### src/sdi_pkg.sv
// Shared types, constants and saturating helpers for the spring-damper integrator.
package sdi_pkg;

   localparam int unsigned FracBits = 16;   // Q(32-F).F for positions, forces, coefficients
   localparam int unsigned DtFrac   = 16;   // time_step is Q0.16
   localparam int unsigned MulW     = 33;   // multiplier operand width
   localparam int unsigned ProdW    = 2 * MulW;

   typedef enum logic {
      OP_START = 1'b0,
      OP_TICK  = 1'b1
   } op_type;

   typedef enum logic [2:0] {
      CSR_STIFFNESS    = 3'd0,
      CSR_DAMPING      = 3'd1,
      CSR_INVERSE_MASS = 3'd2,
      CSR_SETTLE_PREC  = 3'd3,
      CSR_MAX_DURATION = 3'd4,
      CSR_TIME_STEP    = 3'd5
   } csr_index_type;

   typedef enum logic [4:0] {
      ST_IDLE,
      ST_DIFF,
      ST_MUL_KS,
      ST_MUL_DV,
      ST_FORCE,
      ST_MUL_IM,
      ST_ACCEL,
      ST_MUL_TA,
      ST_VEL,
      ST_MUL_TV,
      ST_POS,
      ST_SDIFF,
      ST_SQ_D,
      ST_SQ_V,
      ST_SQ_ACC,
      ST_SQ_P,
      ST_CMP,
      ST_DONE
   } seq_state_type;

   typedef struct packed {
      logic [31:0] stiffness;
      logic [31:0] damping;
      logic [31:0] inverse_mass;
      logic [31:0] settle_precision;
      logic [15:0] max_duration_ms;
      logic [15:0] time_step;
   } cfg_type;

   typedef struct packed {
      logic signed [MulW-1:0] a;
      logic signed [MulW-1:0] b;
   } mul_req_type;

   // clamp to signed 32 bits
   function automatic logic signed [31:0] sat32(input logic signed [ProdW-1:0] v);
      if (v > $signed({{(ProdW-31){1'b0}}, {31{1'b1}}}))
         return 32'sh7FFF_FFFF;
      else if (v < $signed({{(ProdW-31){1'b1}}, {31{1'b0}}}))
         return 32'sh8000_0000;
      else
         return v[31:0];
   endfunction

   // floor shift of a full product, then clamp
   function automatic logic signed [31:0] sat_shift(input logic signed [ProdW-1:0] p,
                                                   input int unsigned sh);
      logic signed [ProdW-1:0] s;
      s = p >>> sh;
      return sat32(s);
   endfunction

   function automatic logic signed [31:0] sat_add(input logic signed [31:0] x,
                                                 input logic signed [31:0] y);
      logic signed [32:0] s;
      s = {x[31], x} + {y[31], y};
      return sat32(ProdW'(s));
   endfunction

   function automatic logic signed [31:0] sat_sub(input logic signed [31:0] x,
                                                 input logic signed [31:0] y);
      logic signed [32:0] s;
      s = {x[31], x} - {y[31], y};
      return sat32(ProdW'(s));
   endfunction

   function automatic logic signed [MulW-1:0] mag(input logic signed [31:0] v);
      logic signed [MulW-1:0] e;
      e = {v[31], v};
      return v[31] ? -e : e;
   endfunction

endpackage

### src/sdi_mul.sv
// Shared signed multiplier with registered product.
module sdi_mul (
   input  logic                                clock,
   input  sdi_pkg::mul_req_type                mul_req,
   output logic signed [sdi_pkg::ProdW-1:0]    prod_ff
);

   logic signed [sdi_pkg::ProdW-1:0] prod_in;

   assign prod_in = mul_req.a * mul_req.b;

   always_ff @(posedge clock) begin
      prod_ff <= prod_in;
   end

endmodule

### config.mk
export PLATFORM = sky130hd
export DESIGN_NAME = sdi_mul
export DESIGN_NICKNAME = d
export VERILOG_FILES = /design/src/sdi_pkg.sv /design/src/sdi_mul.sv
export SDC_FILE = /design/constraint.sdc
export NUM_CORES = 2
export LEC_CHECK = 0
export ABC_AREA = 0
export BUFFER_PORTS_ARGS = -buffer_cell sky130_fd_sc_hd__clkbuf_2
export CAP_MARGIN = 20
export CORE_ASPECT_RATIO = 2
export CORE_MARGIN = 2
export CORE_UTILIZATION = 53
export CTS_CLUSTER_DIAMETER = 60
export CTS_CLUSTER_SIZE = 25
export DETAILED_ROUTE_END_ITERATION = 10
export PLACE_DENSITY_LB_ADDON = 0.2
export SYNTH_ARGS = -nofsm -noshare
export SYNTH_HDL_FRONTEND = slang
export SYNTH_SLANG_ARGS = --single-unit
### constraint.sdc
create_clock -name clock -period 25.4 [get_ports clock]
set_clock_uncertainty 0.2 [all_clocks]
set_input_delay 3.81 -clock clock [delete_from_list [all_inputs] [get_ports clock]]
set_output_delay 3.81 -clock clock [all_outputs]
set_load 0.005 [all_outputs]
==> results.json <==
{
  "synth_edf_count": 0,
  "grt_pass1_wl_um": 198500,
  "crit_fanout": 33,
  "core_area_sq_um": 75680,
  "path_clk_slew_ns": 0.08,
  "ios": 133,
  "syn_nets": 5731,
  "stdcell_area_sq_um": 42110,
  "drive_above_1_share_pct": 4.898,
  "critPathTopFamily": "adder cells",
  "yosys-top-cells-area": "fa_1, inv_1, and2_1",
  "fin_nets": 5691,
  "synthDistinctLibCells": 61,
  "numPlacedInstances": 5265,
  "finalNonFillerCells": 5289,
  "finalHoldViolCount": 0,
  "areaGrowthSynthToFinish_pct": 4.318,
  "drt-total-wl_um": 132100,
  "min_period_over_period_pct": 47.27,
  "synthMostInstantiatedCell": "fa_1",
  "max_stage_delay_ns": 0.80,
  "cts-root-buf": "clkbuf_16",
  "ctsHoldBuffers": 0,
  "synthTopCellsByCount": "fa_1, inv_1, and2_1",
  "initial_core_util_pct": 53.34,
  "h-tree-depth": 3,
  "detail-route-antenna-nets": 0,
  "critPathArrivalTime_ns": 12.04,
  "synth_top_cell_by_area": "fa_1",
  "largest_reg_flops": 66,
  "gp_congestion": 0.9600,
  "clk_path_buf_depth": 2,
  "cts_resized": 0,
  "end_kind": "flop",
  "crit_type": "input pin to flop",
  "die_h_um": 394.3,
  "cp_slowest_cell": "fa_1",
  "grt_max_degree": 34,
  "cts_made_buffers": 9,
  "antenna_found_initial": 8,
  "drt_iter0_drc": 1752,
  "cp-start-kind": "input pin",
  "tritoncts": "done",
  "synth_flop_cell": "dfxtp_1",
  "postCtsSetupBuffers": 0,
  "yosysTopAreaCellShare_pct": 56.79,
  "rsz0062_at_grt": "false",
  "synth_cells": 4302,
  "reg_top3": "prod_ff (66)",
  "fin_crit_ns": 12.01,
  "portBuffers": 132,
  "async_flop_share_pct": 0,
  "fmax_mhz": 83.28,
  "drt_pass1_iterations": 7,
  "wire_per_inst_um": 24.98,
  "grt_pass1_vias": 33200,
  "crit_top_cell": "fa_1",
  "num_vias": 29560,
  "yosysWarnings": 0,
  "viasPerCell": 5.589,
  "hpwl_um": 105800,
  "grt_util_all_layers_pct": 35.46,
  "top_register": "prod_ff",
  "tightest_slew_ns": 1.144,
  "num_rows": 143,
  "status": "complete, no violations",
  "hold_class": "input pin to flop",
  "overflow": 0,
  "synth_seq_cells": 66,
  "maxCapViolCount": 0,
  "ys_seq_area_share_pct": 3.273,
  "die_area_sq_um": 78520,
  "drc_errors": 0,
  "setup_viol": 0,
  "required_ns": 25.43,
  "netlist_area_sq_um": 40370,
  "placed_area_sq_um": 41740,
  "syn_avg_cell_area_sq_um": 9.383,
  "relSlewSlack_pct": 23.72,
  "setup_tns_ns": 0,
  "cp.buffers_inverters": 7,
  "maxSlewViolCount": 0,
  "cts.sinks": 66,
  "die_w_um": 199.1,
  "utilization_pct": 55.64
}
-- path summary, 6_finish.rpt --
check	from	end	slack, ns	cells after the start
worst max-delay path	mul_req[54]	prod_ff[65]	13.39	26
worst min-delay path	mul_req[0]	prod_ff[0]	3.81	3
-- cells by family (layout without fill, tap and decap cells) --
| family | after synthesis | after routing | share of synthesized area, % |
|---|---|---|---|
| AOI/OAI and AO/OA | 217 | 217 | 3.599 |
| xor gates and xnor gates | 75 | 75 | 1.627 |
| adders and majority gates | 1362 | 1362 | 63.51 |
| buffers and inverters | 1354 | 1319 | 12.61 |
| DFF | 66 | 66 | 3.273 |
| other | 0 | 7 | 0 |
| and+or+nand+nor | 1228 | 1228 | 15.38 |
-- stage by stage --
stage               hold slack (ns)  setup slack, ns
floorplan                     3.737            14.17
global placement              3.980            13.26
detailed placement            3.983            13.11
CTS                           3.790            13.47
global route                  3.803            12.98
finish                        3.805            13.39
-- routing by layer --
layer	vias up	part of all wire (%)	track usage, %
li1	12110	-	-
met3	657	5.9	5.563
met4	0	14	37.53
met1	15470	27	32.35
met2	1328	53	63.04
met5	-	0	0
-- final cells by class --
class | count | area (sq um)
Inverter | 1133 | 4253
Multi-Input combinational cell | 2882 | 33960
Sequential cell | 66 | 1321
Antenna cell | 7 | 17.52
Clock inverter | 7 | 101.3
Timing Repair Buffer | 170 | 965.9
Tap cell | 1015 | 1270
Fill cell | 6967 | 33570
Clock buffer | 9 | 225.2
-- placed cells by master, fill, tap and decap left out, types with 5 or more instances in the layout --
cell type and instances:
fa_1 1145, inv_1 1132, and2_1 562, nand2_1 543
ha_1 217, clkbuf_2 132, a21oi_1 73, dfxtp_1 66
xnor2_1 55, nor2_1 47, o21ai_0 37, buf_4 37
a21o_1 28, xor2_1 20, nand3_1 18, nand2b_1 9
a31oi_1 9, nand4_1 9, clkbuf_16 9, o21bai_1 8
diode_2 7, o21a_1 7, and4_1 7, nor3_1 7
and3_1 7, o211ai_1 7, a211oi_1 5, nor4_1 5
o21ai_1 5
Power is left out: the tool's default activity adds up to more than one toggle a clock period on the data nets, which glitch-free logic cannot reach.
