[src/sdi_pkg.sv]
// Shared types, constants and saturating helpers for the spring-damper integrator.
package sdi_pkg;

   localparam int unsigned FracBits = 16;   // Q(32-F).F for positions, forces, coefficients
   localparam int unsigned DtFrac   = 16;   // time_step is Q0.16
   localparam int unsigned MulW     = 33;   // multiplier operand width
   localparam int unsigned ProdW    = 2 * MulW;

   typedef enum logic {
      OP_START = 1'b0,
      OP_TICK  = 1'b1
   } op_type;

   typedef enum logic [2:0] {
      CSR_STIFFNESS    = 3'd0,
      CSR_DAMPING      = 3'd1,
      CSR_INVERSE_MASS = 3'd2,
      CSR_SETTLE_PREC  = 3'd3,
      CSR_MAX_DURATION = 3'd4,
      CSR_TIME_STEP    = 3'd5
   } csr_index_type;

   typedef enum logic [4:0] {
      ST_IDLE,
      ST_DIFF,
      ST_MUL_KS,
      ST_MUL_DV,
      ST_FORCE,
      ST_MUL_IM,
      ST_ACCEL,
      ST_MUL_TA,
      ST_VEL,
      ST_MUL_TV,
      ST_POS,
      ST_SDIFF,
      ST_SQ_D,
      ST_SQ_V,
      ST_SQ_ACC,
      ST_SQ_P,
      ST_CMP,
      ST_DONE
   } seq_state_type;

   typedef struct packed {
      logic [31:0] stiffness;
      logic [31:0] damping;
      logic [31:0] inverse_mass;
      logic [31:0] settle_precision;
      logic [15:0] max_duration_ms;
      logic [15:0] time_step;
   } cfg_type;

   typedef struct packed {
      logic signed [MulW-1:0] a;
      logic signed [MulW-1:0] b;
   } mul_req_type;

   // clamp to signed 32 bits
   function automatic logic signed [31:0] sat32(input logic signed [ProdW-1:0] v);
      if (v > $signed({{(ProdW-31){1'b0}}, {31{1'b1}}}))
         return 32'sh7FFF_FFFF;
      else if (v < $signed({{(ProdW-31){1'b1}}, {31{1'b0}}}))
         return 32'sh8000_0000;
      else
         return v[31:0];
   endfunction

   // floor shift of a full product, then clamp
   function automatic logic signed [31:0] sat_shift(input logic signed [ProdW-1:0] p,
                                                   input int unsigned sh);
      logic signed [ProdW-1:0] s;
      s = p >>> sh;
      return sat32(s);
   endfunction

   function automatic logic signed [31:0] sat_add(input logic signed [31:0] x,
                                                 input logic signed [31:0] y);
      logic signed [32:0] s;
      s = {x[31], x} + {y[31], y};
      return sat32(ProdW'(s));
   endfunction

   function automatic logic signed [31:0] sat_sub(input logic signed [31:0] x,
                                                 input logic signed [31:0] y);
      logic signed [32:0] s;
      s = {x[31], x} - {y[31], y};
      return sat32(ProdW'(s));
   endfunction

   function automatic logic signed [MulW-1:0] mag(input logic signed [31:0] v);
      logic signed [MulW-1:0] e;
      e = {v[31], v};
      return v[31] ? -e : e;
   endfunction

endpackage

[src/sdi_if.sv]


interface sdi_csr_if;
   logic        valid;
   logic        ready;
   logic [2:0]  index;
   logic [31:0] data;

   modport source (output valid, index, data, input ready);
   modport sink   (input valid, index, data, output ready);
endinterface

[src/sdi_csr.sv]
// Configuration register file.
module sdi_csr (
   input  logic            clock,
   input  logic            reset,
   sdi_csr_if.sink         csr,
   output sdi_pkg::cfg_type cfg
);

   sdi_pkg::cfg_type cfg_ff, cfg_in;

   assign csr.ready = 1'b1;
   assign cfg       = cfg_ff;

   always_comb begin
      cfg_in = cfg_ff;
      if (csr.valid) begin
         unique case (sdi_pkg::csr_index_type'(csr.index))
            sdi_pkg::CSR_STIFFNESS:    cfg_in.stiffness        = csr.data;
            sdi_pkg::CSR_DAMPING:      cfg_in.damping          = csr.data;
            sdi_pkg::CSR_INVERSE_MASS: cfg_in.inverse_mass     = csr.data;
            sdi_pkg::CSR_SETTLE_PREC:  cfg_in.settle_precision = csr.data;
            sdi_pkg::CSR_MAX_DURATION: cfg_in.max_duration_ms  = csr.data[15:0];
            sdi_pkg::CSR_TIME_STEP:    cfg_in.time_step        = csr.data[15:0];
            default: ;
         endcase
      end
   end

   always_ff @(posedge clock) begin
      if (reset) begin
         cfg_ff.stiffness        <= 32'd6553600;
         cfg_ff.damping          <= 32'd655360;
         cfg_ff.inverse_mass     <= 32'd65536;
         cfg_ff.settle_precision <= 32'd655;
         cfg_ff.max_duration_ms  <= 16'd1000;
         cfg_ff.time_step        <= 16'd1049;
      end else begin
         cfg_ff <= cfg_in;
      end
   end

endmodule

[src/flat_wrapper.sv]
// flat-port wrapper written by rule: the top's interface ports become plain ports
module sdi_csr_flat 
  (clock, reset, cfg, csr_valid, csr_index, csr_data, csr_ready);
  sdi_csr_if csr_i ();
  input  logic clock;
  input  logic reset;
  output sdi_pkg::cfg_type cfg;
  input wire logic [$bits(csr_i.valid)-1:0] csr_valid;
  input wire logic [$bits(csr_i.index)-1:0] csr_index;
  input wire logic [$bits(csr_i.data)-1:0] csr_data;
  output wire logic [$bits(csr_i.ready)-1:0] csr_ready;
  assign csr_i.valid = csr_valid;
  assign csr_i.index = csr_index;
  assign csr_i.data = csr_data;
  assign csr_ready = csr_i.ready;
  sdi_csr u_core (.clock(clock), .reset(reset), .csr(csr_i), .cfg(cfg));
endmodule
[config.mk]
export PLATFORM = sky130hd
export DESIGN_NAME = sdi_csr_flat
export DESIGN_NICKNAME = d
export VERILOG_FILES = /design/src/sdi_pkg.sv /design/src/sdi_if.sv /design/src/sdi_csr.sv /design/src/flat_wrapper.sv
export SDC_FILE = /design/constraint.sdc
export NUM_CORES = 1
export LEC_CHECK = 0
export ABC_AREA = 1
export BUFFER_PORTS_ARGS = -buffer_cell sky130_fd_sc_hd__buf_4
export CORE_MARGIN = 5
export CORE_UTILIZATION = 57
export CTS_BUF_LIST = sky130_fd_sc_hd__clkbuf_4 sky130_fd_sc_hd__clkbuf_8
export DETAILED_ROUTE_END_ITERATION = 6
export PLACE_DENSITY = 0.95
export SLEW_MARGIN = 40
export SYNTH_ARGS = -nofsm -noshare
export SYNTH_HDL_FRONTEND = slang
export SYNTH_SLANG_ARGS = --single-unit
[constraint.sdc]
create_clock -name clock -period 3.2 [get_ports clock]
set_input_delay 0.64 -clock clock [delete_from_list [all_inputs] [get_ports clock]]
set_output_delay 0.64 -clock clock [all_outputs]
set_load 0.005 [all_outputs]
==> summary.md, run 1 <==
| Metric | Value |
|---|---|
| Chip width | `115 µm` |
| Synthesized area | `0.00631 mm²` |
| Part of the power in registers | `0.517` |
| Crit. End Element | `flop` |
| Routed via count | `6,460` |
| Period utilisation layout | `0.517` |
| Final WS setup | `1.55 ns` |
| Post-Syn Area per Cell | `7.02 µm²` |
| Max cap viols | `0` |
| Initial Util | `0.583` |
| Fin Setup TNS | `0 ns` |
| Buf/Inv on CP | `3` |
| IO Port Bufs | `between 150 and 200` |
| Max-Slew Margin vs Limit | `0.454` |
| CTS tree | `yes` |
| First-pass GRT wire length | `between 30 and 40 mm` |
| R2R Setup Slk | `~2.5 ns` |
| Least-Margin Pin Slew | `approximately 0.82 ns` |
| Worst min-delay path category | `input port to flop` |
| Remaining antenna violation count after routing | `0` |
| Post-CTS Setup Inserts | `0` |
| Net Count, Synth | `around 940` |
| Vias in the first global route | `6,038` |
| Cell Rows | `38` |
| Total CTS buffers | `17` |
| Clock Tree Root | `clkbuf_8` |
| Placed cell area | `~0.0078 mm²` |
| Vert. Die Dim | `around 120 µm` |
| Seq/Total Area, Yosys | `0.507` |
| Storage element area | `0.00320 mm²` |
| Status | `finished, final reports clean` |
| Critical path cell sequence | `buf_4, inv_2, nor2_4, buf_4, nand3_1, nand2_1, nor2_1` |
| Fin area | `0.00816 mm²` |
| CTS HTree Levels | `4` |
| Die ar. | `0.0133 mm²` |
| 1st-iter DRT viols | `572` |
| Reg2reg end | `u_core.cfg[12]` |
| Share of the synthesized area in the top cell type | `0.507` |
| Setup CP Type | `input port to flop` |
| Ranking of synthesized cells by area | `dfxtp_1 (51%), nor2_1 (17%), nand3_1 (13%), nand2_1 (12%), buf_2 (3.1%)` |
| Internal power | `approximately 3000 µW` |
| Cells after synthesis | `900` |
| Fin. max-slew vios | `0` |
| PwrDens | `~500 mW/mm²` |
| F_max | `~600 MHz` |
| Pleak | `roughly 0.0039 µW` |
| Reg2reg start | `u_core.cfg[12]` |
| DR vias/cell | `between 5 and 6` |
| Distinct cells, synth | `14` |
| Hold path depth | `3` |
| R2R cell count | `2` |
| CTS resizes | `0` |
| Startpoint Class | `input port` |
| Post-DP HPWL | `between 10 and 15 mm` |
| Dpl ws | `about 1.1 ns` |
| Crit-path max FO | `33` |
| Final #Nets | `between 1,000 and 1,500` |
| Worst Path Arrival | `1.99 ns` |
| Combinational Power Share | `0.119` |
| Worst Hold End | `u_core.cfg[24]` |
| Longest Clk Path Bufs | `2` |
| Multi-input gate area | `0.00266 mm²` |
| Most used cell, CP | `buf_4` |
| Yosys reg bits | `160` |
| Hold Buf Count CTS | `0` |
| CTS clk-pin slew, worst paths | `about 0.10 ns` |
| Drt drc | `0` |
| DR WL/cell | `roughly 16 µm` |
| ANT cells | `0` |
| Slowest cell on crit path | `nor2_4` |
| Fin Hold WS | `slightly below 0.4 ns` |
| Crit-path max cell delay | `~0.62 ns` |
| Global Route Usage Sum | `0.291` |
| Remaining Overflow, GRT | `0` |
| Largest net degree at the start of global routing | `between 90 and 100` |
| Clock Latency Late Sink | `between 0.4 and 0.5 ns` |
| CP delay by family, top | `simple AND/OR/NAND/NOR gates` |
| First-pass iteration count of the detailed router | `7` |
| Clk_skew | `0 ns` |
| Final Critical Period | `1.65 ns` |
| Final Hold Vio Count | `0` |
| Layout cells sized above 1 | `0.235` |
| Worst IR drop on VDD | `0.324 mV` |
| Gp weighted congestion | `0.858` |
| DRT Wirelength | `19.5 mm` |
| Clk sinks | `160` |
| I/O Pins | `around 200` |
| Psw | `between 1000 and 1500 µW` |
| Ys Warns | `0` |
| Total Power | `about 4100 µW` |
| Synth area leader | `dfxtp_1` |
| Unrepaired setup endpoints after global routing | `false` |
| Initial antenna violation count | `0` |
| Filler cell count | `slightly above 800` |
| Synth-to-Final Area Change | `29.3%` |
| Worst endpoint required time | `3.54 ns` |
| Clock share of power | `0.364` |
| Worst Hold Launch | `csr_data[8]` |
| Switching part of the total power | `0.265` |
| Setup violators final | `0` |
| Core area | `around 0.011 mm²` |
| Max reg flops | `160` |
per-layer routing:
metal	up-vias	wire length, µm	global-route usage
met3	53	2220	0.0753
met2	368	9370	0.500
met4	0	556	0.113
met1	2914	7310	0.348
met5	-	0	0
li1	3125	-	-
power by group through the flow:
stage / clock network (µW) / registers (µW) / logic [µW]
6_report: 1480 / 2100 / 485
5_1_grt: 1570 / 2110 / 535
4_1_cts: 1490 / 2100 / 482
3_5_place_dp: 0 / 2150 / 480
3_3_place_gp: 0 / 2140 / 469
2_1_floorplan: 0 / 2150 / 256
final cells by class:
type                            count  share of cell area
Sequential cell                   160               0.392
Clock inverter                     11              0.0161
Clock buffer                       20              0.0322
Inverter                           39              0.0182
Multi-Input combinational cell    641               0.326
Tap cell                          140              0.0215
Timing Repair Buffer              209               0.194
cell usage after synthesis:
cell type and count:
nor2_1 278, conb_1 1, nand2_1 194, inv_2 4, nand3_1 160, inv_1 35, nor2_2 4, dfxtp_1 160
nor2_4 4, buf_6 3, clkbuf_1 9, buf_2 39, buf_1 3, buf_4 6
kinds of logic after synthesis:
logic type,synth area share
buffers and inverters,0.0737
DFF,0.507
other,0.000594
and+or+nand+nor,0.418
worst max path at each step:
stage	start	to	slack, ns	cells after the start
6_report	csr_index[0]	u_core.cfg[6]	1.55	7
5_1_grt	csr_index[2]	u_core.cfg[23]	1.44	6
4_1_cts	u_core.cfg[79]	cfg[79]	1.59	1
3_5_place_dp	csr_index[0]	u_core.cfg[97]	1.13	7
3_3_place_gp	csr_index[0]	u_core.cfg[11]	1.16	7
2_1_floorplan	reset	u_core.cfg[0]	1.75	4
cell usage in the layout, fill, tap and decap left out:
cell type | Yosys | final
inv_6 | 0 | 2
clkinv_2 | 0 | 1
inv_4 | 0 | 1
nand3_1 | 160 | 160
nor2_2 | 4 | 4
clkinvlp_4 | 0 | 3
nor2_4 | 4 | 6
inv_2 | 4 | 3
clkbuf_4 | 0 | 2
nor2_1 | 278 | 276
clkinv_4 | 0 | 3
nand2_1 | 194 | 194
clkbuf_8 | 0 | 18
buf_4 | 6 | 208
inv_1 | 35 | 35
bufinv_16 | 0 | 2
conb_1 | 1 | 1
dfxtp_1 | 160 | 160
buf_12 | 0 | 1
per-stage QoR:
stage / utilization / instances
after detailed placement: 0.717 / 1189
after CTS: 0.753 / 1220
after global routing: 0.753 / 1220
after floorplan: - / 900
after global placement: 0.717 / 1189
final: 0.753 / 1220
worst register-to-register path, stage by stage (launching register included):
cell     delay [ns]
dfxtp_1        0.35
nor2_1         0.19
nor2_1         0.08
Power figures use the tool's default switching activity.
==> run 2: changes to the inputs <==
Settings changed: CORE_UTILIZATION 57 to 48, PLACE_DENSITY 0.95 to 0.86.
Clock period 3.2 ns to 1.5 ns, I/O delays scaled along.
==> summary.md, run 2 (synthesis gave the netlist of run 1 again) <==
| Metric | Value |
|---|---|
| Vert. Die Dim | `approximately 120 µm` |
| CP Launch Point | `u_core.cfg[131]` |
| Worst min-delay path category | `input port to flop` |
| Switching part of the total power | `0.252` |
| Crit-path max FO | `2` |
| Worst endpoint required time | `1.20 ns` |
| Initial Util | `0.483` |
| Combinational Power Share | `0.127` |
| Clk_skew | `0 ns` |
| Remaining Overflow, GRT | `0` |
| Total CTS buffers | `17` |
| 1st-iter DRT viols | `588` |
| Max reg flops | `160` |
| Worst Hold Launch | `csr_data[6]` |
| Final Critical Period | `about 1.3 ns` |
| Setup violators final | `0` |
| First-pass GRT wire length | `between 30 and 40 mm` |
| Dpl ws | `between 0.1 and 0.15 ns` |
| Fin Setup TNS | `0 ns` |
| DR vias/cell | `just over 5` |
| Final #Nets | `~1,100` |
| M1 GR Usage | `0.294` |
| Core area | `0.0131 mm²` |
| IO Port Bufs | `~200` |
| Final core utilization | `0.646` |
| CP delay by family, top | `flip-flops` |
| Most frequent cells in the layout | `nor2_1 (276), buf_4 (205), nand2_1 (194)` |
| Status | `finished, final reports clean` |
| Cell Rows | `42` |
| Chip width | `about 120 µm` |
| Fin. max-slew vios | `0` |
| Gp weighted congestion | `about 0.85` |
| Busiest grt layer | `met2` |
| Longest Clk Path Bufs | `2` |
| Slowest cell on crit path | `dfxtp_1` |
| Layout cells sized above 1 | `0.242` |
| Internal power | `roughly 6500 µW` |
| Reg2reg start | `u_core.cfg[5]` |
| Post-CTS Setup Inserts | `0` |
| Post-DP HPWL | `13.7 mm` |
| Clock share of power | `0.361` |
| Global Route Usage Sum | `0.247` |
| First-pass iteration count of the detailed router | `6` |
| Crit-path max cell delay | `around 0.38 ns` |
| Clk sinks | `160` |
| Critical path cell sequence | `buf_4` |
| Final WS setup | `0.236 ns` |
| DRT Wirelength | `19.5 mm` |
| Unrepaired setup endpoints after global routing | `false` |
| Initial antenna violation count | `0` |
| Pleak | `0.00404 µW` |
| Met2 Use GR | `0.399` |
| Crit. End Element | `output pin` |
| Vias in the first global route | `5,982` |
| PwrDens | `around 1000 mW/mm²` |
| CTS clk-pin slew, worst paths | `roughly 0.080 ns` |
| Routed via count | `6,438` |
| CTS resizes | `0` |
| CTS HTree Levels | `4` |
| Setup CP Type | `flop to output pin` |
| Clock Latency Late Sink | `around 0.45 ns` |
| ANT cells | `0` |
| Synth-to-Final Area Change | `34.0%` |
| I/O Pins | `between 150 and 200` |
| Worst Path Arrival | `0.96 ns` |
| Largest net degree at the start of global routing | `54` |
| Met3 Usage GRT | `0.0926` |
| Psw | `approximately 2200 µW` |
| Die ar. | `approximately 0.016 mm²` |
| DR WL/cell | `15.5 µm` |
| Buf/Inv on CP | `1` |
| F_max | `approximately 790 MHz` |
| Clock Tree Root | `clkbuf_8` |
| CTS tree | `yes` |
| Worst IR drop on VDD | `about 0.59 mV` |
| Startpoint Class | `flop` |
| Hold Buf Count CTS | `0` |
| Commonest non-fill, non-tap cell in the layout | `nor2_1` |
| Final Hold Vio Count | `0` |
| Max cap viols | `0` |
| Period utilisation layout | `0.842` |
| Drt drc | `0` |
| Remaining antenna violation count after routing | `0` |
| Part of the power in registers | `0.513` |
==> run 2: changes by cell type in the layout (fill, tap and decap cells not counted), sizes merged <==
cell,change
clkbuf,+3
inv,-2
clkinv,-1
buf,+11
clkinvlp,-2
==> run 2: through the flow <==
step           power (µW)  hold WS, ns  cell area, µm²  cells
2_1_floorplan        5120        0.413            6310    900
3_3_place_gp         5660        0.442            8070   1236
3_5_place_dp         5680        0.450            8070   1236
4_1_cts              8770       0.0283            8460   1265
5_1_grt              9070       0.0395            8460   1265
6_report             8740       0.0502            8460   1265
==> run 2: metal layers <==
metal | wire (µm) | share of wire
met3 | 2100 | 0.11
met2 | 9170 | 0.47
met5 | 0 | 0
met1 | 7740 | 0.40
met4 | 542 | 0.028
==> run 2: layout make-up <==
cell class,count,area (µm²)
Timing Repair Buffer,220,1840
Sequential cell,160,3200
Multi-Input combinational cell,641,2660
Clock inverter,6,82.6
Inverter,39,149
Clock buffer,23,304
Tap cell,176,220
Fill cell,1118,4630
==> run 2: path summary, 6_finish.rpt <==
path               endpoint  slack (ns)  cells after the start
max                cfg[131]        0.24                      1
min          u_core.cfg[22]        0.05                      3
max reg2reg   u_core.cfg[5]        0.87                      2
min reg2reg  u_core.cfg[35]        0.47                      2
==> run 2: power by group through the flow <==
stage / Clock [µW] / Combinational (µW) / Sequential (µW)
2_1_floorplan: 0 / 545 / 4580
3_3_place_gp: 0 / 1080 / 4570
3_5_place_dp: 0 / 1100 / 4580
4_1_cts: 3190 / 1100 / 4480
5_1_grt: 3350 / 1220 / 4500
6_report: 3150 / 1110 / 4480
==> run 3: changes to the inputs <==
Settings changed: CORE_UTILIZATION 48 to 53, PLACE_DENSITY 0.86 to 0.9.
Clock period 1.5 ns to 1.3 ns, I/O delays scaled along.
==> summary.md, run 3 (synthesis gave the netlist of run 1 again) <==
| Metric | Value |
|---|---|
| Slowest cell on crit path | `dfxtp_1` |
| Final WS setup | `0.0793 ns` |
| CP delay by family, top | `flip-flops` |
| Global Route Usage Sum | `0.271` |
| First-pass iteration count of the detailed router | `5` |
| Crit. End Element | `output pin` |
| CTS tree | `yes` |
| Final #Nets | `between 1,000 and 1,500` |
| First-pass GRT wire length | `between 30 and 40 mm` |
| Fin. max-slew vios | `0` |
| Core area | `roughly 0.012 mm²` |
| Status | `finished, final reports clean` |
| Clk_skew | `0 ns` |
| Longest Clk Path Bufs | `2` |
| Most frequent cells in the layout | `nor2_1 (276), buf_4 (214), nand2_1 (194)` |
| Period utilisation layout | `0.939` |
| Dpl ws | `-0.00679 ns` |
| Startpoint Class | `flop` |
| Buf/Inv on CP | `1` |
| Commonest non-fill, non-tap cell in the layout | `nor2_1` |
| Worst Path Arrival | `about 0.96 ns` |
| Initial Util | `0.546` |
| Crit-path max FO | `2` |
| Fin cells | `~1,200` |
| Fin Hold WS | `between 0.02 and 0.025 ns` |
| Setup violators final | `0` |
| Clock Tree Root | `clkbuf_8` |
| Clk sinks | `160` |
| Fin area | `between 0.008 and 0.009 mm²` |
| Remaining antenna violation count after routing | `0` |
| DRT Wirelength | `around 20 mm` |
| CTS HTree Levels | `4` |
| Total Power | `a little over 10,000 µW` |
| Worst min-delay path category | `input port to flop` |
| Max reg flops | `between 150 and 200` |
| Total CTS buffers | `17` |
| ANT cells | `0` |
| Worst endpoint required time | `1.04 ns` |
| Max cap viols | `0` |
| Cell Rows | `39` |
| Post-DP HPWL | `roughly 14 mm` |
| Placed cell area | `between 0.007 and 0.008 mm²` |
| IO Port Bufs | `197` |
| Layout cells sized above 1 | `0.245` |
| Crit-path max cell delay | `0.38 ns` |
| PwrDens | `roughly 1200 mW/mm²` |
| Drt drc | `0` |
| Clock Latency Late Sink | `~0.45 ns` |
| Final Hold Vio Count | `0` |
| Routed via count | `6,532` |
| I/O Pins | `about 200` |
| CTS clk-pin slew, worst paths | `0.08 ns` |
| Unrepaired setup endpoints after global routing | `false` |
| Dpl cells | `1,207` |
| 1st-iter DRT viols | `about 730` |
| Pleak | `between 0.004 and 0.005 µW` |
| Largest net degree at the start of global routing | `81` |
| Vias in the first global route | `roughly 6,000` |
| Critical path cell sequence | `buf_4` |
| Worst IR drop on VDD | `between 0.8 and 0.9 mV` |
| Remaining Overflow, GRT | `0` |
| Die ar. | `between 0.01 and 0.015 mm²` |
| Synth-to-Final Area Change | `34.2%` |
| Final Critical Period | `between 1 and 1.5 ns` |
| Vert. Die Dim | `between 100 and 150 µm` |
| DR vias/cell | `5.26` |
| DR WL/cell | `between 15 and 20 µm` |
| Initial antenna violation count | `0` |
| Setup CP Type | `flop to output pin` |
| Post-CTS Setup Inserts | `0` |
| F_max | `819 MHz` |
| Chip width | `about 120 µm` |
| Gp weighted congestion | `0.871` |
run 3: cell count changes in the layout (fill, tap and decap cells not counted):
cell and delta:
buf_4 +9, bufinv_16 +1, clkinv_2 -2, clkbuf_8 -1, clkbuf_4 +4, buf_12 -5
dlygate4sd3_1 +5
run 3: per-stage QoR:
step,util,setup TNS [ns]
after floorplan,-,0
after global placement,0.692,0
after detailed placement,0.692,-0.00679
after CTS,0.733,0
after global routing,0.733,0
final,0.733,0
run 3: report_power, final:
group | switching, µW | total [µW] | internal [µW]
clock network | 1710 | 3880 | 2170
logic | 726 | 1280 | 552
registers | 99.7 | 5170 | 5070
run 3: per-layer routing:
layer | vias to the layer above | wire [µm] | GRT usage
met3 | 55 | 1840 | 0.0834
met2 | 310 | 9400 | 0.437
li1 | 3168 | - | -
met1 | 2999 | 7670 | 0.330
met4 | 0 | 798 | 0.130
met5 | - | 0 | 0
run 3: path summary, 6_finish.rpt:
path                           to  cells past startpoint            start  slack [ns]
setup / recovery         cfg[113]                      1  u_core.cfg[113]        0.08
hold / removal    u_core.cfg[146]                      3     csr_data[18]        0.02
setup reg to reg   u_core.cfg[24]                      2   u_core.cfg[24]        0.68
hold reg to reg    u_core.cfg[10]                      2   u_core.cfg[10]        0.46
run 3: cell type report:
class | instances | area (µm²)
flip-flops and latches | 160 | 3200
fillers | 907 | 3090
repair buffers | 229 | 1860
clock buffers | 26 | 320
multi-input cells | 641 | 2660
clock inverters | 5 | 103
inverters | 39 | 149
well taps | 143 | 179
run 3: what timing repair did:
item / 4_1_cts / 5_1_grt
hold endpoints to repair: 5 / 0
setup endpoints to repair: 0 / 0
hold buffers: 5 / 0
resized for setup: 0 / 0
