===== src/sdi_pkg.sv =====
// Shared types, constants and saturating helpers for the spring-damper integrator.
package sdi_pkg;

   localparam int unsigned FracBits = 16;   // Q(32-F).F for positions, forces, coefficients
   localparam int unsigned DtFrac   = 16;   // time_step is Q0.16
   localparam int unsigned MulW     = 33;   // multiplier operand width
   localparam int unsigned ProdW    = 2 * MulW;

   typedef enum logic {
      OP_START = 1'b0,
      OP_TICK  = 1'b1
   } op_type;

   typedef enum logic [2:0] {
      CSR_STIFFNESS    = 3'd0,
      CSR_DAMPING      = 3'd1,
      CSR_INVERSE_MASS = 3'd2,
      CSR_SETTLE_PREC  = 3'd3,
      CSR_MAX_DURATION = 3'd4,
      CSR_TIME_STEP    = 3'd5
   } csr_index_type;

   typedef enum logic [4:0] {
      ST_IDLE,
      ST_DIFF,
      ST_MUL_KS,
      ST_MUL_DV,
      ST_FORCE,
      ST_MUL_IM,
      ST_ACCEL,
      ST_MUL_TA,
      ST_VEL,
      ST_MUL_TV,
      ST_POS,
      ST_SDIFF,
      ST_SQ_D,
      ST_SQ_V,
      ST_SQ_ACC,
      ST_SQ_P,
      ST_CMP,
      ST_DONE
   } seq_state_type;

   typedef struct packed {
      logic [31:0] stiffness;
      logic [31:0] damping;
      logic [31:0] inverse_mass;
      logic [31:0] settle_precision;
      logic [15:0] max_duration_ms;
      logic [15:0] time_step;
   } cfg_type;

   typedef struct packed {
      logic signed [MulW-1:0] a;
      logic signed [MulW-1:0] b;
   } mul_req_type;

   // clamp to signed 32 bits
   function automatic logic signed [31:0] sat32(input logic signed [ProdW-1:0] v);
      if (v > $signed({{(ProdW-31){1'b0}}, {31{1'b1}}}))
         return 32'sh7FFF_FFFF;
      else if (v < $signed({{(ProdW-31){1'b1}}, {31{1'b0}}}))
         return 32'sh8000_0000;
      else
         return v[31:0];
   endfunction

   // floor shift of a full product, then clamp
   function automatic logic signed [31:0] sat_shift(input logic signed [ProdW-1:0] p,
                                                   input int unsigned sh);
      logic signed [ProdW-1:0] s;
      s = p >>> sh;
      return sat32(s);
   endfunction

   function automatic logic signed [31:0] sat_add(input logic signed [31:0] x,
                                                 input logic signed [31:0] y);
      logic signed [32:0] s;
      s = {x[31], x} + {y[31], y};
      return sat32(ProdW'(s));
   endfunction

   function automatic logic signed [31:0] sat_sub(input logic signed [31:0] x,
                                                 input logic signed [31:0] y);
      logic signed [32:0] s;
      s = {x[31], x} - {y[31], y};
      return sat32(ProdW'(s));
   endfunction

   function automatic logic signed [MulW-1:0] mag(input logic signed [31:0] v);
      logic signed [MulW-1:0] e;
      e = {v[31], v};
      return v[31] ? -e : e;
   endfunction

endpackage


===== src/sdi_if.sv =====
// Valid/ready channel interfaces: request, response and register write.
interface sdi_req_if;
   logic               valid;
   logic               ready;
   logic               op;
   logic signed [31:0] start_x;
   logic signed [31:0] start_y;
   logic signed [31:0] goal_x;
   logic signed [31:0] goal_y;
   logic        [15:0] elapsed_ms;

   modport source (output valid, op, start_x, start_y, goal_x, goal_y, elapsed_ms,
                   input ready);
   modport sink   (input valid, op, start_x, start_y, goal_x, goal_y, elapsed_ms,
                   output ready);
endinterface

interface sdi_rsp_if;
   logic               valid;
   logic               ready;
   logic signed [31:0] out_x;
   logic signed [31:0] out_y;
   logic               moving;
   logic               finished;

   modport source (output valid, out_x, out_y, moving, finished, input ready);
   modport sink   (input valid, out_x, out_y, moving, finished, output ready);
endinterface



===== src/sdi_seq.sv =====
// Sequencer and state datapath: drives the shared multiplier, holds motion state.
module sdi_seq (
   input  logic                             clock,
   input  logic                             reset,
   input  sdi_pkg::cfg_type                 cfg,
   sdi_req_if.sink                          req,
   sdi_rsp_if.source                        rsp,
   output sdi_pkg::mul_req_type             mul_req,
   input  logic signed [sdi_pkg::ProdW-1:0] mul_p
);

   sdi_pkg::seq_state_type state_ff, state_in;
   logic               axis_ff, axis_in;
   logic               running_ff, running_in;
   logic               fin_ff, fin_in;
   logic signed [31:0] d_ff, d_in;
   logic signed [31:0] fs_ff, fs_in;
   logic        [63:0] dsq_ff, dsq_in;
   logic        [63:0] vsq_ff, vsq_in;
   logic signed [31:0] pos_ff [2];
   logic signed [31:0] pos_in [2];
   logic signed [31:0] vel_ff [2];
   logic signed [31:0] vel_in [2];
   logic signed [31:0] tgt_ff [2];
   logic signed [31:0] tgt_in [2];
   logic               out_valid_ff, out_valid_in;
   logic signed [31:0] out_x_ff, out_x_in;
   logic signed [31:0] out_y_ff, out_y_in;
   logic               out_moving_ff, out_moving_in;
   logic               out_fin_ff, out_fin_in;

   logic               take;
   logic               out_free;
   logic               timeout;
   logic signed [31:0] pos_cur, vel_cur, tgt_cur;

   assign req.ready    = (state_ff == sdi_pkg::ST_IDLE);
   assign take         = req.valid && req.ready;
   assign out_free     = !out_valid_ff || rsp.ready;
   assign timeout      = req.elapsed_ms > cfg.max_duration_ms;
   assign pos_cur      = pos_ff[axis_ff];
   assign vel_cur      = vel_ff[axis_ff];
   assign tgt_cur      = tgt_ff[axis_ff];

   assign rsp.valid    = out_valid_ff;
   assign rsp.out_x    = out_x_ff;
   assign rsp.out_y    = out_y_ff;
   assign rsp.moving   = out_moving_ff;
   assign rsp.finished = out_fin_ff;

   always_comb begin
      state_in      = state_ff;
      axis_in       = axis_ff;
      running_in    = running_ff;
      fin_in        = fin_ff;
      d_in          = d_ff;
      fs_in         = fs_ff;
      dsq_in        = dsq_ff;
      vsq_in        = vsq_ff;
      pos_in        = pos_ff;
      vel_in        = vel_ff;
      tgt_in        = tgt_ff;
      out_valid_in  = out_valid_ff && !rsp.ready;
      out_x_in      = out_x_ff;
      out_y_in      = out_y_ff;
      out_moving_in = out_moving_ff;
      out_fin_in    = out_fin_ff;
      mul_req.a     = '0;
      mul_req.b     = '0;

      unique case (state_ff)
         sdi_pkg::ST_IDLE: begin
            if (take) begin
               fin_in = 1'b0;
               if (req.op == sdi_pkg::OP_START) begin
                  pos_in[0]  = req.start_x;
                  pos_in[1]  = req.start_y;
                  tgt_in[0]  = req.goal_x;
                  tgt_in[1]  = req.goal_y;
                  vel_in[0]  = '0;
                  vel_in[1]  = '0;
                  running_in = 1'b1;
                  state_in   = sdi_pkg::ST_DONE;
               end else if (!running_ff) begin
                  state_in = sdi_pkg::ST_DONE;
               end else if (timeout) begin
                  running_in = 1'b0;
                  fin_in     = 1'b1;
                  state_in   = sdi_pkg::ST_DONE;
               end else begin
                  axis_in  = 1'b0;
                  dsq_in   = '0;
                  vsq_in   = '0;
                  state_in = sdi_pkg::ST_DIFF;
               end
            end
         end
         sdi_pkg::ST_DIFF: begin
            d_in     = sdi_pkg::sat_sub(tgt_cur, pos_cur);
            state_in = sdi_pkg::ST_MUL_KS;
         end
         sdi_pkg::ST_MUL_KS: begin
            mul_req.a = {1'b0, cfg.stiffness};
            mul_req.b = {d_ff[31], d_ff};
            state_in  = sdi_pkg::ST_MUL_DV;
         end
         sdi_pkg::ST_MUL_DV: begin
            fs_in     = sdi_pkg::sat_shift(mul_p, sdi_pkg::FracBits);
            mul_req.a = {1'b0, cfg.damping};
            mul_req.b = {vel_cur[31], vel_cur};
            state_in  = sdi_pkg::ST_FORCE;
         end
         sdi_pkg::ST_FORCE: begin
            d_in     = sdi_pkg::sat_sub(fs_ff, sdi_pkg::sat_shift(mul_p, sdi_pkg::FracBits));
            state_in = sdi_pkg::ST_MUL_IM;
         end
         sdi_pkg::ST_MUL_IM: begin
            mul_req.a = {1'b0, cfg.inverse_mass};
            mul_req.b = {d_ff[31], d_ff};
            state_in  = sdi_pkg::ST_ACCEL;
         end
         sdi_pkg::ST_ACCEL: begin
            d_in     = sdi_pkg::sat_shift(mul_p, sdi_pkg::FracBits);
            state_in = sdi_pkg::ST_MUL_TA;
         end
         sdi_pkg::ST_MUL_TA: begin
            mul_req.a = {17'd0, cfg.time_step};
            mul_req.b = {d_ff[31], d_ff};
            state_in  = sdi_pkg::ST_VEL;
         end
         sdi_pkg::ST_VEL: begin
            vel_in[axis_ff] = sdi_pkg::sat_add(vel_cur,
                                               sdi_pkg::sat_shift(mul_p, sdi_pkg::DtFrac));
            state_in = sdi_pkg::ST_MUL_TV;
         end
         sdi_pkg::ST_MUL_TV: begin
            mul_req.a = {17'd0, cfg.time_step};
            mul_req.b = {vel_cur[31], vel_cur};
            state_in  = sdi_pkg::ST_POS;
         end
         sdi_pkg::ST_POS: begin
            pos_in[axis_ff] = sdi_pkg::sat_add(pos_cur,
                                               sdi_pkg::sat_shift(mul_p, sdi_pkg::DtFrac));
            axis_in  = !axis_ff;
            state_in = axis_ff ? sdi_pkg::ST_SDIFF : sdi_pkg::ST_DIFF;
         end
         sdi_pkg::ST_SDIFF: begin
            d_in     = sdi_pkg::sat_sub(tgt_cur, pos_cur);
            state_in = sdi_pkg::ST_SQ_D;
         end
         sdi_pkg::ST_SQ_D: begin
            mul_req.a = sdi_pkg::mag(d_ff);
            mul_req.b = sdi_pkg::mag(d_ff);
            state_in  = sdi_pkg::ST_SQ_V;
         end
         sdi_pkg::ST_SQ_V: begin
            dsq_in    = dsq_ff + mul_p[63:0];
            mul_req.a = sdi_pkg::mag(vel_cur);
            mul_req.b = sdi_pkg::mag(vel_cur);
            state_in  = sdi_pkg::ST_SQ_ACC;
         end
         sdi_pkg::ST_SQ_ACC: begin
            vsq_in   = vsq_ff + mul_p[63:0];
            axis_in  = !axis_ff;
            state_in = axis_ff ? sdi_pkg::ST_SQ_P : sdi_pkg::ST_SDIFF;
         end
         sdi_pkg::ST_SQ_P: begin
            mul_req.a = {1'b0, cfg.settle_precision};
            mul_req.b = {1'b0, cfg.settle_precision};
            state_in  = sdi_pkg::ST_CMP;
         end
         sdi_pkg::ST_CMP: begin
            if ((dsq_ff < mul_p[63:0]) && (vsq_ff < mul_p[63:0])) begin
               running_in = 1'b0;
               fin_in     = 1'b1;
            end
            state_in = sdi_pkg::ST_DONE;
         end
         sdi_pkg::ST_DONE: begin
            if (out_free) begin
               out_valid_in  = 1'b1;
               out_x_in      = pos_ff[0];
               out_y_in      = pos_ff[1];
               out_moving_in = running_ff;
               out_fin_in    = fin_ff;
               state_in      = sdi_pkg::ST_IDLE;
            end
         end
         default: state_in = sdi_pkg::ST_IDLE;
      endcase
   end

   always_ff @(posedge clock) begin
      if (reset) begin
         state_ff     <= sdi_pkg::ST_IDLE;
         axis_ff      <= 1'b0;
         running_ff   <= 1'b0;
         fin_ff       <= 1'b0;
         out_valid_ff <= 1'b0;
         pos_ff[0]    <= '0;
         pos_ff[1]    <= '0;
         vel_ff[0]    <= '0;
         vel_ff[1]    <= '0;
         tgt_ff[0]    <= '0;
         tgt_ff[1]    <= '0;
      end else begin
         state_ff     <= state_in;
         axis_ff      <= axis_in;
         running_ff   <= running_in;
         fin_ff       <= fin_in;
         out_valid_ff <= out_valid_in;
         pos_ff       <= pos_in;
         vel_ff       <= vel_in;
         tgt_ff       <= tgt_in;
      end
   end

   always_ff @(posedge clock) begin
      d_ff          <= d_in;
      fs_ff         <= fs_in;
      dsq_ff        <= dsq_in;
      vsq_ff        <= vsq_in;
      out_x_ff      <= out_x_in;
      out_y_ff      <= out_y_in;
      out_moving_ff <= out_moving_in;
      out_fin_ff    <= out_fin_in;
   end

   a_start_runs: assert property (@(posedge clock) disable iff (reset)
      take && (req.op == sdi_pkg::OP_START) |=> running_ff && !fin_ff)
      else $error("start transaction did not set running");

   a_timeout_stops: assert property (@(posedge clock) disable iff (reset)
      take && (req.op == sdi_pkg::OP_TICK) && running_ff && timeout
      |=> !running_ff && fin_ff && (state_ff == sdi_pkg::ST_DONE))
      else $error("timeout did not finish motion");

   a_finished_not_moving: assert property (@(posedge clock) disable iff (reset)
      out_valid_ff && out_fin_ff |-> !out_moving_ff)
      else $error("result both finished and moving");

   a_done_holds: assert property (@(posedge clock) disable iff (reset)
      (state_ff == sdi_pkg::ST_DONE) && !out_free |=> (state_ff == sdi_pkg::ST_DONE))
      else $error("result dropped while output register full");

   a_axis_idle: assert property (@(posedge clock) disable iff (reset)
      (state_ff == sdi_pkg::ST_IDLE) |-> !axis_ff)
      else $error("axis index not back at x when idle");

endmodule


===== src/flat_wrapper.sv =====
// flat-port wrapper written by rule: the top's interface ports become plain ports
module sdi_seq_flat 
  (clock, reset, cfg, mul_req, mul_p, req_valid, req_op, req_start_x, req_start_y, req_goal_x, req_goal_y, req_elapsed_ms, req_ready, rsp_valid, rsp_out_x, rsp_out_y, rsp_moving, rsp_finished, rsp_ready);
  sdi_req_if req_i ();
  sdi_rsp_if rsp_i ();
  input  logic clock;
  input  logic reset;
  input  sdi_pkg::cfg_type cfg;
  output sdi_pkg::mul_req_type mul_req;
  input  logic signed [sdi_pkg::ProdW-1:0] mul_p;
  input wire logic [$bits(req_i.valid)-1:0] req_valid;
  input wire logic [$bits(req_i.op)-1:0] req_op;
  input wire logic [$bits(req_i.start_x)-1:0] req_start_x;
  input wire logic [$bits(req_i.start_y)-1:0] req_start_y;
  input wire logic [$bits(req_i.goal_x)-1:0] req_goal_x;
  input wire logic [$bits(req_i.goal_y)-1:0] req_goal_y;
  input wire logic [$bits(req_i.elapsed_ms)-1:0] req_elapsed_ms;
  output wire logic [$bits(req_i.ready)-1:0] req_ready;
  output wire logic [$bits(rsp_i.valid)-1:0] rsp_valid;
  output wire logic [$bits(rsp_i.out_x)-1:0] rsp_out_x;
  output wire logic [$bits(rsp_i.out_y)-1:0] rsp_out_y;
  output wire logic [$bits(rsp_i.moving)-1:0] rsp_moving;
  output wire logic [$bits(rsp_i.finished)-1:0] rsp_finished;
  input wire logic [$bits(rsp_i.ready)-1:0] rsp_ready;
  assign req_i.valid = req_valid;
  assign req_i.op = req_op;
  assign req_i.start_x = req_start_x;
  assign req_i.start_y = req_start_y;
  assign req_i.goal_x = req_goal_x;
  assign req_i.goal_y = req_goal_y;
  assign req_i.elapsed_ms = req_elapsed_ms;
  assign req_ready = req_i.ready;
  assign rsp_valid = rsp_i.valid;
  assign rsp_out_x = rsp_i.out_x;
  assign rsp_out_y = rsp_i.out_y;
  assign rsp_moving = rsp_i.moving;
  assign rsp_finished = rsp_i.finished;
  assign rsp_i.ready = rsp_ready;
  sdi_seq u_core (.clock(clock), .reset(reset), .cfg(cfg), .req(req_i), .rsp(rsp_i), .mul_req(mul_req), .mul_p(mul_p));
endmodule

===== config.mk =====
export PLATFORM = sky130hd
export DESIGN_NAME = sdi_seq_flat
export DESIGN_NICKNAME = d
export VERILOG_FILES = /design/src/sdi_pkg.sv /design/src/sdi_if.sv /design/src/sdi_seq.sv /design/src/flat_wrapper.sv
export SDC_FILE = /design/constraint.sdc
export NUM_CORES = 2
export LEC_CHECK = 0
export BUFFER_PORTS_ARGS = -buffer_cell sky130_fd_sc_hd__clkbuf_2
export CAP_MARGIN = 10
export CORE_UTILIZATION = 50
export CTS_BUF_LIST = sky130_fd_sc_hd__clkbuf_8 sky130_fd_sc_hd__clkbuf_16
export DETAILED_ROUTE_END_ITERATION = 12
export PLACE_DENSITY = 0.8
export SLEW_MARGIN = 0
export SYNTH_ARGS = -nofsm -noshare
export SYNTH_HDL_FRONTEND = slang
export SYNTH_SLANG_ARGS = --single-unit

===== constraint.sdc =====
create_clock -name clock -period 7.1 [get_ports clock]
set_clock_uncertainty 0.1 [all_clocks]
set_input_delay 1.775 -clock clock [delete_from_list [all_inputs] [get_ports clock]]
set_output_delay 1.775 -clock clock [all_outputs]
set_load 0.02 [all_outputs]

==> impl_metrics.csv <==
group,metric,value,unit
run_status,status,"finished, final reports clean",
global_routing,grt_max_degree,95,
timing,rsz0062_at_grt,"no",
critical_path,path_class,"flip-flop to output port",
die,die_height,279.9,µm
timing,clock.fmax,143.6,MHz
final_layout,finalNetCount,5866,
logic_synthesis,synth-simple-area-share,17.41,%
critical_path,arrival,5090,ps
critical_path,required,5220,ps
timing,tns,0,ps
die,dieArea,78330,µm²
clock_tree,htreeDepth,2,
die,start_util,50.66,%
timing,hold_ws,349.8,ps
timing,tightest_slew,1093,ps
clock_tree,cts_tree,"done",
logic_synthesis,seq_area_frac_synth,30.49,%
route,vias,38590,
logic_synthesis,synthAdderAreaFrac,13.06,%
final_layout,num-fill-cells,6882,
clock_tree,cts_num_sinks,459,
logic_synthesis,yosys_warnings,0,
timing,slew_violations,0,
final_layout,final_util,58.46,%
clock_tree,clk_path_buf_depth,3,
logic_synthesis,syn_inst,4641,
final_layout,final_cells,6175,
pwr,p_leak,19.35,nW
route,drt_pass1_iterations,10,
logic_synthesis,synth-xor-area-share,6.077,%
logic_synthesis,synth_compound_area_share,24.38,%
final_layout,regArea,11780,µm²
die,dieWidth,279.9,µm
pwr,totalPowerFinal,15.53,mW
logic_synthesis,synth_area_leaders,"edfxtp_1, ha_1, dfxtp_1, a21oi_1, xnor2_1",
timing,post-route-period-util,98.09,%
global_routing,grt_usage,35.26,%
logic_synthesis,yosys_register_bits,459,
clock_tree,post-cts-setup-buffers,0,
clock_tree,hold_buffers,0,
route,ant_nets,0,
placed_design,portBuffers,507,
critical_path,start_kind,"flip-flop",
logic_synthesis,synth-edff-count,258,
final_layout,multi_input_area,24810,µm²
logic_synthesis,syn_area,38610,µm²
clock_tree,path_clk_slew,70,ps
global_routing,first_global_vias,36280,
final_layout,final_common_cell,"clkbuf_2",
final_layout,final_cell_mix,"clkbuf_2, nand2_1, a21oi_1",
final_layout,area_delta_synth_final,15.39,%
clock_tree,cts_buffers,54,
global_routing,gr-total-overflow,0,
placed_design,routabilityCongestion,1.013,
route,drt-vias-per-instance,6.249,
timing,finalCriticalPeriod,6965,ps
timing,relSlewSlack,26.57,%
placed_design,dp_hpwl,110.3,mm
clock_tree,postCtsResizedCells,0,
placed_design,dp.cells,6069,
die,pin_count,509,
global_routing,grt_pass1_wl,214.3,mm
logic_synthesis,async_flop_share,0,%
critical_path,slowest_delay,830,ps
critical_path,cp_max_fo,16,
die,rows,101,
timing,setup_viol,0,
logic_synthesis,synth_top_cell_by_area,"edfxtp_1",
critical_path,cpMaxStageDelayCell,"mux2i_1",
job,drv_cap,0,
logic_synthesis,synth.avg_cell_area,8.319,µm²
route,post-route-drc-count,0,
route,drtIter0Drc,4581,
route,drt-wirelength-per-cell,23.17,µm
pwr,ir_worst_vdd,0.0004734,V
final_layout,drive_above_1_share,16.40,%
route,routed_wl,143.1,mm
clock_tree,cts_root_buffer,"clkbuf_16",
critical_path,worstPathCellList,"mux2i_1 > ha_1 > o221ai_1 > nor2_1 > a31o_2 > nand2_1 > nor2_1 > a21oi_1 > a21oi_1 > nand2_1 > xnor2_1 > a222oi_1 > o211ai_1 > clkbuf_2",
logic_synthesis,synth_top_family_by_area,"compound AO/OA/AOI/OAI gates",
critical_path,worstSetupEndpointType,"output port",
logic_synthesis,muxShareOfSynthArea,2.988,%
die,core_region_area,76200,µm²
worst_hold_path,hp-class,"flip-flop to flip-flop",
logic_synthesis,synth_ff_type,"edfxtp_1",
logic_synthesis,synth_nets,5412,
timing,hold_viol_final,0,
logic_synthesis,synthDistinctLibCells,105,
global_routing,antenna_found_initial,11,
pwr,p_per_area,348.6,nW/µm²
clock_tree,clkLatencyLatePin,650,ps
logic_synthesis,netlist.area_leader.share,20.07,%
-- metal layers --
metal  vias to the layer above  global-route usage (%)  part of all wire (%)
met5                         -                       0                 0.075
li1                      17850                       -                     -
met4                        14                   18.75                   5.7
met3                       403                   6.714                   9.6
met2                      2099                   55.15                    44
met1                     18220                   46.00                    40
-- report_power, final --
part	total, mW	internal [mW]	switching, mW
sequential	4.28	3.70	0.581
combinational	8.17	3.07	5.10
clock	3.08	1.78	1.30
total	15.5	8.55	6.98
-- final timing paths --
check,startpoint,end,slack (ps),cells past startpoint
min reg2reg,u_core.pos_ff[0]$_SDFFE_PP0P_,u_core.rsp.out_y[0]$_DFFE_PP_,350,0
max,u_core.axis_ff$_SDFFE_PP0P_,mul_req[28],140,14
min,u_core.pos_ff[0]$_SDFFE_PP0P_,u_core.rsp.out_y[0]$_DFFE_PP_,350,0
max reg2reg,u_core.axis_ff$_SDFFE_PP0P_,u_core.d_ff[6]$_DFFE_PP_,1440,17
-- cells in the mapped netlist (40+ instances only) --
| cell | instances |
|---|---|
| xnor2_1 | 217 |
| a21o_1 | 83 |
| nand2_1 | 484 |
| mux2i_1 | 68 |
| a211oi_1 | 44 |
| ha_1 | 391 |
| xor2_1 | 49 |
| edfxtp_1 | 258 |
| mux2_2 | 42 |
| o21bai_1 | 81 |
| nor4_1 | 40 |
| nor3_1 | 102 |
| a222oi_1 | 61 |
| nor2b_1 | 54 |
| or3_1 | 47 |
| o21ai_0 | 270 |
| nor2_1 | 403 |
| o211ai_1 | 63 |
| clkbuf_1 | 178 |
| dfxtp_1 | 201 |
| nand3_1 | 78 |
| nand2b_1 | 50 |
| nand4_1 | 54 |
| a21oi_1 | 416 |
| inv_1 | 339 |
-- flip-flops by register name, summed over array words and instances (netlist names) --
| name | count |
|---|---|
| u_core.vsq_ff | 64 |
| u_core.vel_ff | 64 |
| u_core.pos_ff | 64 |
| u_core.rsp.moving | 1 |
| u_core.rsp.valid | 1 |
| u_core.fs_ff | 32 |
| u_core.fin_ff | 1 |
| u_core.tgt_ff | 64 |
| u_core.d_ff | 32 |
| u_core.rsp.out_y | 32 |
| u_core.dsq_ff | 64 |
| u_core.rsp.finished | 1 |
| u_core.state_ff | 5 |
| u_core.axis_ff | 1 |
| u_core.running_ff | 1 |
| u_core.rsp.out_x | 32 |
-- layout make-up --
| class | instances | area share, % |
|---|---|---|
| antenna | 4 | 0.02247 |
| clock buffer | 61 | 3.325 |
| clock inverter | 41 | 1.076 |
| inverter | 346 | 2.915 |
| multi-input combinational | 3622 | 55.70 |
| sequential | 459 | 26.43 |
| tap | 1030 | 2.893 |
| timing repair buffer | 612 | 7.640 |
-- critical path, delay by kind of cell, from the launching register on --
kind | cells | cell delay (ps)
AO/OA/AOI/OAI | 6 | 1640
multiplexers | 1 | 830
AND/OR/NAND/NOR | 4 | 760
flip-flops | 1 | 510
adder cells (fa/ha/maj) | 1 | 370
buffers and inverters | 1 | 210
XOR/XNOR | 1 | 140
-- cells by family after synthesis --
| family | after synthesis |
|---|---|
| multiplexers | 110 |
| AO/OA/AOI/OAI | 1399 |
| other | 1 |
| flip-flops | 459 |
| XOR/XNOR | 267 |
| buffers and inverters | 560 |
| AND/OR/NAND/NOR | 1444 |
| adder cells (fa/ha/maj) | 401 |
-- per-stage QoR --
| stage | setup WS, ps | instance area (µm²) |
|---|---|---|
| after CTS | 280.1 | 44540 |
| final | 135.5 | 44550 |
| after floorplan | -306.3 | 38610 |
| after global routing | 64.32 | 44540 |
| after global placement | 254.7 | 42580 |
| after detailed placement | 204.5 | 42580 |
(Power assumes the default switching activity.)
